**src/hdl/crcfr_pkg.sv**
```systemverilog
// ----------------------------------------------------------------------------
// crcfr_pkg
// Shared types, register indexes, status codes and the CRC-16/MODBUS byte
// update for the CRC-16 frame receiver.
// ----------------------------------------------------------------------------
package crcfr_pkg;

    // Configuration register indexes
    localparam logic [2:0] REG_HEADER_FIRST  = 3'd0;
    localparam logic [2:0] REG_HEADER_SECOND = 3'd1;
    localparam logic [2:0] REG_FOOTER_FIRST  = 3'd2;
    localparam logic [2:0] REG_FOOTER_SECOND = 3'd3;
    localparam logic [2:0] REG_MAX_LEN       = 3'd4;

    localparam int CFG_IDX_W  = 3;
    localparam int CFG_DATA_W = 11;

    // End-of-frame status codes
    localparam logic [1:0] ST_OK     = 2'd0;
    localparam logic [1:0] ST_CRC    = 2'd1;
    localparam logic [1:0] ST_FOOTER = 2'd2;
    localparam logic [1:0] ST_LENGTH = 2'd3;

    // Result kinds
    localparam logic KIND_PAYLOAD = 1'b0;
    localparam logic KIND_STATUS  = 1'b1;

    localparam logic [15:0] CRC_INIT = 16'hFFFF;
    localparam logic [15:0] CRC_POLY = 16'hA001;

    // Depth of the result queue between parser and output
    localparam int QDEPTH = 2;

    typedef struct packed {
        logic       kind;
        logic [7:0] data_byte;
        logic       is_last_payload;
        logic [1:0] frame_status;
    } result_t;

    // One byte of reflected CRC-16/MODBUS
    function automatic logic [15:0] crc_add(input logic [15:0] crc, input logic [7:0] b);
        logic [15:0] c;
        c = crc ^ {8'h00, b};
        for (int k = 0; k < 8; k++)
        begin
            if (c[0])
                c = (c >> 1) ^ CRC_POLY;
            else
                c = c >> 1;
        end
        return c;
    endfunction

endpackage

```
**src/hdl/crcfr_if.sv**
```systemverilog
// ----------------------------------------------------------------------------
// crcfr_if
// Valid/ready channels of the frame receiver: received bytes, results and
// configuration writes.
// ----------------------------------------------------------------------------
interface crcfr_byte_if;
    logic       valid;
    logic       ready;
    logic [7:0] in_byte;

    modport source (output valid, output in_byte, input ready);
    modport sink   (input valid, input in_byte, output ready);
endinterface

interface crcfr_res_if;
    logic       valid;
    logic       ready;
    logic       kind;
    logic [7:0] data_byte;
    logic       is_last_payload;
    logic [1:0] frame_status;

    modport source (output valid, output kind, output data_byte,
                    output is_last_payload, output frame_status, input ready);
    modport sink   (input valid, input kind, input data_byte,
                    input is_last_payload, input frame_status, output ready);
endinterface

interface crcfr_cfg_if;
    logic                            valid;
    logic                            ready;
    logic [crcfr_pkg::CFG_IDX_W-1:0]  index;
    logic [crcfr_pkg::CFG_DATA_W-1:0] data;

    modport source (output valid, output index, output data, input ready);
    modport sink   (input valid, input index, input data, output ready);
endinterface

```
**src/hdl/crc16_frame_receiver.sv**
```systemverilog
// ----------------------------------------------------------------------------
// crc16_frame_receiver
// Deframer for header / length / payload / CRC-16 MODBUS / footer frames.
// ----------------------------------------------------------------------------
// The block takes one received byte per cycle while its result queue has
// room: the parser walks the frame and folds each header, length and
// payload byte into the CRC with a byte-wide update in the same cycle.
// A result (payload byte, or end-of-frame status) appears on the output in
// the cycle after the byte that causes it is taken, and waits in a two-entry
// queue; input is held off only while that queue is full. There is no
// clearing pass after reset, and configuration writes are never held off.
module crc16_frame_receiver #(
    parameter int MAX_PAYLOAD = 1024
) (
    input  logic          clk,
    input  logic          rst_n,
    crcfr_byte_if.sink    byte_ch,
    crcfr_res_if.source   res_ch,
    crcfr_cfg_if.sink     cfg
);

    logic               q_full;
    logic               step;
    logic               push;
    crcfr_pkg::result_t result;

    // Accept a byte whenever the queue has room for its result
    assign byte_ch.ready = !q_full;
    assign step          = byte_ch.valid && !q_full;

    crcfr_parser #(
        .MAX_PAYLOAD (MAX_PAYLOAD)
    ) u_parser (
        .clk     (clk),
        .rst_n   (rst_n),
        .step    (step),
        .in_byte (byte_ch.in_byte),
        .cfg     (cfg),
        .push    (push),
        .result  (result)
    );

    crcfr_queue u_queue (
        .clk    (clk),
        .rst_n  (rst_n),
        .push   (push),
        .result (result),
        .full   (q_full),
        .res_ch (res_ch)
    );

endmodule

```
**src/hdl/crcfr_parser.sv**
```systemverilog
// ----------------------------------------------------------------------------
// crcfr_parser
// Front part: holds the configuration registers, walks the frame format one
// byte per accepted transfer, runs the CRC and produces the result items.
// ----------------------------------------------------------------------------
module crcfr_parser #(
    parameter int MAX_PAYLOAD = 1024
) (
    input  logic                clk,
    input  logic                rst_n,
    input  logic                step,
    input  logic [7:0]          in_byte,
    crcfr_cfg_if.sink           cfg,
    output logic                push,
    output crcfr_pkg::result_t  result
);

    localparam int LEN_W = $clog2(MAX_PAYLOAD + 1);
    localparam logic [31:0] MAX_LIM = 32'(MAX_PAYLOAD);

    localparam logic [2:0] PH_HUNT1   = 3'd0;
    localparam logic [2:0] PH_HUNT2   = 3'd1;
    localparam logic [2:0] PH_LENGTH  = 3'd2;
    localparam logic [2:0] PH_PAYLOAD = 3'd3;
    localparam logic [2:0] PH_CRC     = 3'd4;
    localparam logic [2:0] PH_FOOT1   = 3'd5;
    localparam logic [2:0] PH_FOOT2   = 3'd6;

    logic [7:0]       hf_reg, hf_next;
    logic [7:0]       hs_reg, hs_next;
    logic [7:0]       ff_reg, ff_next;
    logic [7:0]       fs_reg, fs_next;
    logic [10:0]      maxlen_reg, maxlen_next;
    logic [15:0]      seed_reg, seed_next;

    logic [2:0]       phase_reg, phase_next;
    logic [1:0]       idx_reg, idx_next;
    logic [23:0]      len_reg, len_next;
    logic [LEN_W-1:0] left_reg, left_next;
    logic [15:0]      crc_reg, crc_next;
    logic [7:0]       rcv_lo_reg, rcv_lo_next;
    logic [1:0]       pend_reg, pend_next;

    logic [31:0]      full_len;
    logic             cfg_wr;

    assign cfg.ready = 1'b1;
    assign cfg_wr    = cfg.valid;

    // Apply configuration writes; keep the header seed CRC in step with them
    always_comb
    begin
        hf_next     = hf_reg;
        hs_next     = hs_reg;
        ff_next     = ff_reg;
        fs_next     = fs_reg;
        maxlen_next = maxlen_reg;
        if (cfg_wr)
        begin
            case (cfg.index)
                crcfr_pkg::REG_HEADER_FIRST:  hf_next = cfg.data[7:0];
                crcfr_pkg::REG_HEADER_SECOND: hs_next = cfg.data[7:0];
                crcfr_pkg::REG_FOOTER_FIRST:  ff_next = cfg.data[7:0];
                crcfr_pkg::REG_FOOTER_SECOND: fs_next = cfg.data[7:0];
                crcfr_pkg::REG_MAX_LEN:       maxlen_next = cfg.data;
                default: ;
            endcase
        end
        seed_next = crcfr_pkg::crc_add(crcfr_pkg::CRC_INIT, hf_next);
    end

    assign full_len = {in_byte, len_reg};

    // Advance the frame state on each accepted byte
    always_comb
    begin
        phase_next  = phase_reg;
        idx_next    = idx_reg;
        len_next    = len_reg;
        left_next   = left_reg;
        crc_next    = crc_reg;
        rcv_lo_next = rcv_lo_reg;
        pend_next   = pend_reg;
        push        = 1'b0;
        result      = '0;
        if (step)
        begin
            case (phase_reg)
                PH_HUNT1:
                begin
                    if (in_byte == hf_reg)
                        phase_next = PH_HUNT2;
                end
                PH_HUNT2:
                begin
                    if (in_byte == hs_reg)
                    begin
                        crc_next   = crcfr_pkg::crc_add(seed_reg, in_byte);
                        len_next   = '0;
                        idx_next   = 2'd0;
                        phase_next = PH_LENGTH;
                    end
                    else if (in_byte != hf_reg)
                    begin
                        phase_next = PH_HUNT1;
                    end
                end
                PH_LENGTH:
                begin
                    crc_next = crcfr_pkg::crc_add(crc_reg, in_byte);
                    if (idx_reg != 2'd3)
                    begin
                        case (idx_reg)
                            2'd0:    len_next[7:0]   = in_byte;
                            2'd1:    len_next[15:8]  = in_byte;
                            default: len_next[23:16] = in_byte;
                        endcase
                        idx_next = idx_reg + 2'd1;
                    end
                    else
                    begin
                        idx_next = 2'd0;
                        if ((full_len > {21'd0, maxlen_reg}) || (full_len > MAX_LIM))
                        begin
                            push                = 1'b1;
                            result.kind         = crcfr_pkg::KIND_STATUS;
                            result.frame_status = crcfr_pkg::ST_LENGTH;
                            phase_next          = PH_HUNT1;
                        end
                        else
                        begin
                            left_next   = full_len[LEN_W-1:0];
                            rcv_lo_next = 8'd0;
                            phase_next  = (full_len == 32'd0) ? PH_CRC : PH_PAYLOAD;
                        end
                    end
                end
                PH_PAYLOAD:
                begin
                    crc_next         = crcfr_pkg::crc_add(crc_reg, in_byte);
                    push             = 1'b1;
                    result.kind      = crcfr_pkg::KIND_PAYLOAD;
                    result.data_byte = in_byte;
                    if (left_reg <= LEN_W'(1))
                    begin
                        result.is_last_payload = 1'b1;
                        left_next   = '0;
                        rcv_lo_next = 8'd0;
                        idx_next    = 2'd0;
                        phase_next  = PH_CRC;
                    end
                    else
                    begin
                        left_next = left_reg - LEN_W'(1);
                    end
                end
                PH_CRC:
                begin
                    if (idx_reg == 2'd0)
                    begin
                        rcv_lo_next = in_byte;
                        idx_next    = 2'd1;
                    end
                    else
                    begin
                        idx_next   = 2'd0;
                        pend_next  = ({in_byte, rcv_lo_reg} == crc_reg) ?
                                     crcfr_pkg::ST_OK : crcfr_pkg::ST_CRC;
                        phase_next = PH_FOOT1;
                    end
                end
                PH_FOOT1:
                begin
                    if (in_byte != ff_reg)
                        pend_next = crcfr_pkg::ST_FOOTER;
                    phase_next = PH_FOOT2;
                end
                PH_FOOT2:
                begin
                    push                = 1'b1;
                    result.kind         = crcfr_pkg::KIND_STATUS;
                    result.frame_status = (in_byte != fs_reg) ? crcfr_pkg::ST_FOOTER : pend_reg;
                    pend_next           = crcfr_pkg::ST_OK;
                    phase_next          = PH_HUNT1;
                end
                default:
                begin
                    phase_next = PH_HUNT1;
                end
            endcase
        end
    end

    // Hold configuration and frame state
    always_ff @(posedge clk or negedge rst_n)
    begin
        if (!rst_n)
        begin
            hf_reg     <= 8'hAA;
            hs_reg     <= 8'h55;
            ff_reg     <= 8'h55;
            fs_reg     <= 8'hAA;
            maxlen_reg <= 11'd1024;
            seed_reg   <= crcfr_pkg::crc_add(crcfr_pkg::CRC_INIT, 8'hAA);
            phase_reg  <= PH_HUNT1;
            idx_reg    <= 2'd0;
            len_reg    <= '0;
            left_reg   <= '0;
            crc_reg    <= crcfr_pkg::CRC_INIT;
            rcv_lo_reg <= 8'd0;
            pend_reg   <= crcfr_pkg::ST_OK;
        end
        else
        begin
            hf_reg     <= hf_next;
            hs_reg     <= hs_next;
            ff_reg     <= ff_next;
            fs_reg     <= fs_next;
            maxlen_reg <= maxlen_next;
            seed_reg   <= seed_next;
            phase_reg  <= phase_next;
            idx_reg    <= idx_next;
            len_reg    <= len_next;
            left_reg   <= left_next;
            crc_reg    <= crc_next;
            rcv_lo_reg <= rcv_lo_next;
            pend_reg   <= pend_next;
        end
    end

endmodule

```
**src/hdl/crcfr_queue.sv**
```systemverilog
// ----------------------------------------------------------------------------
// crcfr_queue
// Back part: a short result queue that decouples the parser from the
// downstream sink and drives the result channel.
// ----------------------------------------------------------------------------
module crcfr_queue (
    input  logic               clk,
    input  logic               rst_n,
    input  logic               push,
    input  crcfr_pkg::result_t result,
    output logic               full,
    crcfr_res_if.source        res_ch
);

    localparam int DEPTH = crcfr_pkg::QDEPTH;
    localparam int PTR_W = (DEPTH > 1) ? $clog2(DEPTH) : 1;
    localparam int CNT_W = $clog2(DEPTH + 1);
    localparam logic [PTR_W-1:0] LAST_PTR = PTR_W'(DEPTH - 1);

    crcfr_pkg::result_t mem [DEPTH];

    logic [PTR_W-1:0] wr_reg, wr_next;
    logic [PTR_W-1:0] rd_reg, rd_next;
    logic [CNT_W-1:0] cnt_reg, cnt_next;
    logic             pop;

    assign full = (cnt_reg == CNT_W'(DEPTH));
    assign pop  = res_ch.valid && res_ch.ready;

    // Drive the head entry
    assign res_ch.valid           = (cnt_reg != '0);
    assign res_ch.kind            = mem[rd_reg].kind;
    assign res_ch.data_byte       = mem[rd_reg].data_byte;
    assign res_ch.is_last_payload = mem[rd_reg].is_last_payload;
    assign res_ch.frame_status    = mem[rd_reg].frame_status;

    // Advance pointers and count
    always_comb
    begin
        wr_next  = wr_reg;
        rd_next  = rd_reg;
        cnt_next = cnt_reg;
        if (push)
            wr_next = (wr_reg == LAST_PTR) ? '0 : wr_reg + PTR_W'(1);
        if (pop)
            rd_next = (rd_reg == LAST_PTR) ? '0 : rd_reg + PTR_W'(1);
        if (push && !pop)
            cnt_next = cnt_reg + CNT_W'(1);
        else if (pop && !push)
            cnt_next = cnt_reg - CNT_W'(1);
    end

    // Store pushed results
    always_ff @(posedge clk)
    begin
        if (push)
            mem[wr_reg] <= result;
    end

    always_ff @(posedge clk or negedge rst_n)
    begin
        if (!rst_n)
        begin
            wr_reg  <= '0;
            rd_reg  <= '0;
            cnt_reg <= '0;
        end
        else
        begin
            wr_reg  <= wr_next;
            rd_reg  <= rd_next;
            cnt_reg <= cnt_next;
        end
    end

endmodule

```
**src/flat_wrapper.sv**
```systemverilog
// flat-port wrapper written by rule: the top's interface ports become plain ports
module crc16_frame_receiver_flat 
#(
    parameter int MAX_PAYLOAD = 1024
)
  (clk, rst_n, byte_ch_valid, byte_ch_in_byte, byte_ch_ready, res_ch_valid, res_ch_kind, res_ch_data_byte, res_ch_is_last_payload, res_ch_frame_status, res_ch_ready, cfg_valid, cfg_index, cfg_data, cfg_ready);
  crcfr_byte_if byte_ch_i ();
  crcfr_res_if res_ch_i ();
  crcfr_cfg_if cfg_i ();
  input  logic clk;
  input  logic rst_n;
  input wire logic [$bits(byte_ch_i.valid)-1:0] byte_ch_valid;
  input wire logic [$bits(byte_ch_i.in_byte)-1:0] byte_ch_in_byte;
  output wire logic [$bits(byte_ch_i.ready)-1:0] byte_ch_ready;
  output wire logic [$bits(res_ch_i.valid)-1:0] res_ch_valid;
  output wire logic [$bits(res_ch_i.kind)-1:0] res_ch_kind;
  output wire logic [$bits(res_ch_i.data_byte)-1:0] res_ch_data_byte;
  output wire logic [$bits(res_ch_i.is_last_payload)-1:0] res_ch_is_last_payload;
  output wire logic [$bits(res_ch_i.frame_status)-1:0] res_ch_frame_status;
  input wire logic [$bits(res_ch_i.ready)-1:0] res_ch_ready;
  input wire logic [$bits(cfg_i.valid)-1:0] cfg_valid;
  input wire logic [$bits(cfg_i.index)-1:0] cfg_index;
  input wire logic [$bits(cfg_i.data)-1:0] cfg_data;
  output wire logic [$bits(cfg_i.ready)-1:0] cfg_ready;
  assign byte_ch_i.valid = byte_ch_valid;
  assign byte_ch_i.in_byte = byte_ch_in_byte;
  assign byte_ch_ready = byte_ch_i.ready;
  assign res_ch_valid = res_ch_i.valid;
  assign res_ch_kind = res_ch_i.kind;
  assign res_ch_data_byte = res_ch_i.data_byte;
  assign res_ch_is_last_payload = res_ch_i.is_last_payload;
  assign res_ch_frame_status = res_ch_i.frame_status;
  assign res_ch_i.ready = res_ch_ready;
  assign cfg_i.valid = cfg_valid;
  assign cfg_i.index = cfg_index;
  assign cfg_i.data = cfg_data;
  assign cfg_ready = cfg_i.ready;
  crc16_frame_receiver #(.MAX_PAYLOAD(MAX_PAYLOAD)) u_core (.clk(clk), .rst_n(rst_n), .byte_ch(byte_ch_i), .res_ch(res_ch_i), .cfg(cfg_i));
endmodule
```
**config.mk**
```make
export PLATFORM = sky130hd
export DESIGN_NAME = crc16_frame_receiver_flat
export DESIGN_NICKNAME = d
export VERILOG_FILES = /design/src/hdl/crcfr_pkg.sv /design/src/hdl/crcfr_if.sv /design/src/hdl/crc16_frame_receiver.sv /design/src/hdl/crcfr_parser.sv /design/src/hdl/crcfr_queue.sv /design/src/flat_wrapper.sv
export SDC_FILE = /design/constraint.sdc
export NUM_CORES = 1
export LEC_CHECK = 0
export BUFFER_PORTS_ARGS = -buffer_cell sky130_fd_sc_hd__clkbuf_2
export CORE_MARGIN = 2
export CORE_UTILIZATION = 62
export DETAILED_ROUTE_END_ITERATION = 8
export MAX_ROUTING_LAYER = met4
export PLACE_DENSITY = 0.81
export SETUP_SLACK_MARGIN = 0.5
export SLEW_MARGIN = 10
export SYNTH_ARGS = -nofsm -noshare
export SYNTH_HDL_FRONTEND = slang
export SYNTH_HIERARCHICAL = 1
export SYNTH_SLANG_ARGS = --single-unit
```
**constraint.sdc**
```tcl
create_clock -name clk -period 3.8 [get_ports clk]
set_clock_uncertainty 0.1 [all_clocks]
set_input_delay 0.38 -clock clk [delete_from_list [all_inputs] [get_ports clk]]
set_output_delay 0.38 -clock clk [all_outputs]
set_load 0.005 [all_outputs]
```
==> impl_metrics.py <==
metrics = {
    "run_status": {
        "status": "complete, no violations",
    },
    "layout": {
        "area_growth_pct": 12.60,
        "fillers": 863,
        "antenna_cells": 0,
        "utilization_pct": 71.00,
        "stdcell_area_mm2": 0.008924,
        "fin_nets": 817,
        "seqCellArea_mm2": 0.003849,
        "multi_input_area_mm2": 0.003826,
        "drive_gt1_share_pct": 25.00,
    },
    "sta": {
        "fin_crit_sh_pct": 79.84,
        "layout_setup_ws_ns": 0.7659,
        "setup_violations": 0,
        "rsz0062_at_grt": "false",
        "max_freq_ghz": 0.3296,
        "tightest_slew_ns": 0.8153,
        "finalHoldViolations": 0,
        "tns_ns": 0,
        "relSlewSlack_pct": 45.28,
        "fin_crit_ns": 3.034,
        "final_max_slew_viol_count": 0,
    },
    "critical_path": {
        "cp.required_ns": 3.82,
        "worstSetupPathType": "flip-flop to flip-flop",
        "start_kind": "flip-flop",
        "rr_worst_depth": 9,
        "crit_arrival_ns": 3.05,
        "critical_path.max_fanout": 12,
        "crit_path_end_kind": "flip-flop",
    },
    "detailed_routing": {
        "via_per_inst": 5.984,
        "highest_layer": "met4",
        "vias": 5721,
        "wl_per_cell_um": 18.73,
        "routed-wl-met3_mm": 1.153,
        "first_pass_iters": 5,
        "dr.first_iter.drc_count": 557,
        "drcViolationCount": 0,
        "wl_met2_mm": 8.394,
        "postRouteWirelength_mm": 17.91,
        "wl_met1_mm": 7.676,
        "antenna_left": 0,
    },
    "pwr": {
        "clkPwrFrac_pct": 23.5,
        "p_sw_mw": 2.689,
        "p_total_mw": 7.480,
        "combPwrFrac_pct": 39.8,
        "peakVddDrop_mv": 0.3932,
        "power_frac_seq_pct": 36.6,
        "swShare_pct": 35.96,
        "p_leak_nw": 3.818,
        "powerDensity_mw_per_mm2": 838.2,
        "p_int_mw": 4.790,
    },
    "clocking": {
        "path_clk_slew_ns": 0.06,
        "root_buffer": "clkbuf_16",
        "clock_latency_ns": 0.42,
        "cts_max_level": 4,
        "clock_sinks": 147,
        "cts_tree": "built",
        "cts_buffer_depth": 2,
        "numCtsBuffers": 17,
    },
    "logic_synthesis": {
        "ys_seq_area_share_pct": 48.56,
        "yosys-top-cells-area": "dfrtp_1 26%, dfstp_2 13%, edfxtp_1 9.1%, mux2_2 8.0%, xnor2_1 7.4%",
        "yosysTopAreaCellShare_pct": 26.21,
        "synth_top_area_cell": "dfrtp_1",
        "syn_avg_cell_area_um2": 10.83,
        "netlist_instances": 732,
        "synthesis.nets": 778,
        "syn_area_mm2": 0.007925,
        "async_flop_share_pct": 83.67,
        "ys.warnings.count": 6,
        "synth.distinct_cells": 58,
        "yosys_most_used_dff": "dfrtp_1",
        "synth.ff_latch_count": 147,
        "synth_edf_count": 24,
    },
    "placement": {
        "gp_congestion": 0.9529,
        "io_buffers": 40,
        "post_dp_cell_area_mm2": 0.008284,
        "dp_slack_ns": 0.4879,
        "hpwl_mm": 12.49,
    },
    "grt": {
        "grt_overflow": 0,
        "grt_pass1_vias": 5551,
        "grt_max_degree": 124,
        "grt_antenna_before_repair": 0,
        "grt_first_pass_wirelength_mm": 28.81,
        "grt_usage_pct": 29.04,
    },
    "die": {
        "start_util_pct": 63.06,
        "core-area_mm2": 0.01257,
        "io_pins": 42,
        "die_area_mm2": 0.01370,
        "die_w_um": 117.1,
        "die_h_um": 117.1,
        "num_rows": 41,
    },
    "worst_hold_path": {
        "hold_path.class": "primary input to flip-flop",
        "holdPathStages": 3,
    },
    "flow_run": {
        "drv_cap": 0,
    },
}
-- final timing paths --
path	start	endpoint	slack, ns
max	u_core/u_parser/len_reg[13]$_DFFE_PN0P_	u_core/u_queue/mem[0][4]$_DFFE_PP_	0.77
min	cfg_data[8]	u_core/u_parser/maxlen_reg[8]$_DFFE_PN0P_	0.07
max reg2reg	u_core/u_parser/len_reg[13]$_DFFE_PN0P_	u_core/u_queue/mem[0][4]$_DFFE_PP_	0.77
min reg2reg	u_core/u_parser/seed_reg[11]$_DFF_PN1_	u_core/u_parser/crc_reg[3]$_DFFE_PN1P_	0.38
max in group asynchronous	rst_n	u_core/u_parser/rcv_lo_reg[0]$_DFFE_PN0P_	2.61
min in group asynchronous	rst_n	u_core/u_parser/maxlen_reg[6]$_DFFE_PN0P_	0.49
-- worst max-delay path: stages (launching register included) --
cell	delay [ns]
dfrtp_1	0.38
or4_1	0.54
nor4_1	0.33
o21ai_1	0.12
a31o_2	0.25
a21oi_2	0.19
a21oi_1	0.12
o21ai_2	0.26
nor2b_1	0.20
buf_4	0.23
-- cells in the final DEF (no fill, tap or decap), types with 6 or more instances in the layout --
master / Yosys / routed
nor3_1: 12 / 11
mux2_4: 9 / 9
mux2_1: 8 / 8
and3_1: 14 / 14
nand4_1: 11 / 11
dfrtp_1: 83 / 83
inv_1: 24 / 24
clkinv_1: 0 / 6
nor2_1: 55 / 55
buf_4: 2 / 12
o21ai_1: 26 / 25
dfstp_2: 40 / 40
ha_1: 19 / 19
xor2_1: 39 / 39
nor4_1: 12 / 12
o31ai_1: 8 / 8
a21oi_1: 27 / 26
xnor2_1: 67 / 67
nand2_1: 64 / 64
clkbuf_2: 0 / 39
edfxtp_1: 24 / 24
o21ai_0: 24 / 24
mux2_2: 56 / 56
nand3_1: 14 / 14
clkbuf_16: 0 / 17
-- stage by stage --
step	hold WS, ns	std cells
3_3_place_gp	0.3660	923
4_1_cts	0.05961	956
5_1_grt	0.09487	956
6_report	0.06684	956
2_1_floorplan	-0.01559	732
3_5_place_dp	0.3714	923
-- power by group through the flow --
stage | logic (mW) | clock network (mW) | registers (mW)
6_report | 2.98 | 1.76 | 2.74
5_1_grt | 3.28 | 1.85 | 2.80
4_1_cts | 2.95 | 1.79 | 2.73
3_5_place_dp | 2.90 | 0 | 2.75
3_3_place_gp | 2.81 | 0 | 2.71
2_1_floorplan | 2.39 | 0 | 2.54
-- cell families after synthesis --
| kind of cell | share of synthesized area (%) |
|---|---|
| AND/OR/NAND/NOR | 12.20 |
| flip-flops | 48.56 |
| AO/OA/AOI/OAI | 8.478 |
| XOR/XNOR | 12.88 |
| multiplexers | 11.43 |
| buffers and inverters | 3.394 |
| adder cells (fa/ha/maj) | 3.000 |
| other | 0.04732 |
-- area by class of cell --
cell class                 count  area share [%]
clock buffer                  18           4.809
clock inverter                14           2.145
inverter                      26           1.094
multi-input combinational    526           42.88
sequential                   147           43.13
tap                          172           2.412
timing repair buffer          53           3.533
-- layer usage --
layer | global-route usage [%] | vias up
met5 | - | -
met4 | 13.25 | 0
met3 | 5.973 | 51
met2 | 44.35 | 230
met1 | 37.69 | 2813
li1 | - | 2627
-- synth_stat cells (9+ instances only) --
master     n
a21oi_1   27
and3_1    14
clkbuf_1  17
dfrtp_1   83
dfstp_2   40
edfxtp_1  24
ha_1      19
inv_1     24
mux2_2    56
mux2_4     9
nand2_1   64
nand3_1   14
nand4_1   11
nor2_1    55
nor3_1    12
nor4_1    12
o21ai_0   24
o21ai_1   26
xnor2_1   67
xor2_1    39
-- repair_timing --
item / CTS / global route
hold endpoints to repair: 66 / 0
setup endpoints to repair: 12 / 25
hold buffers: 1 / 0
resized for setup: 1 / 2
buffers inserted: 0 / 0
Power figures use the tool's default switching activity.
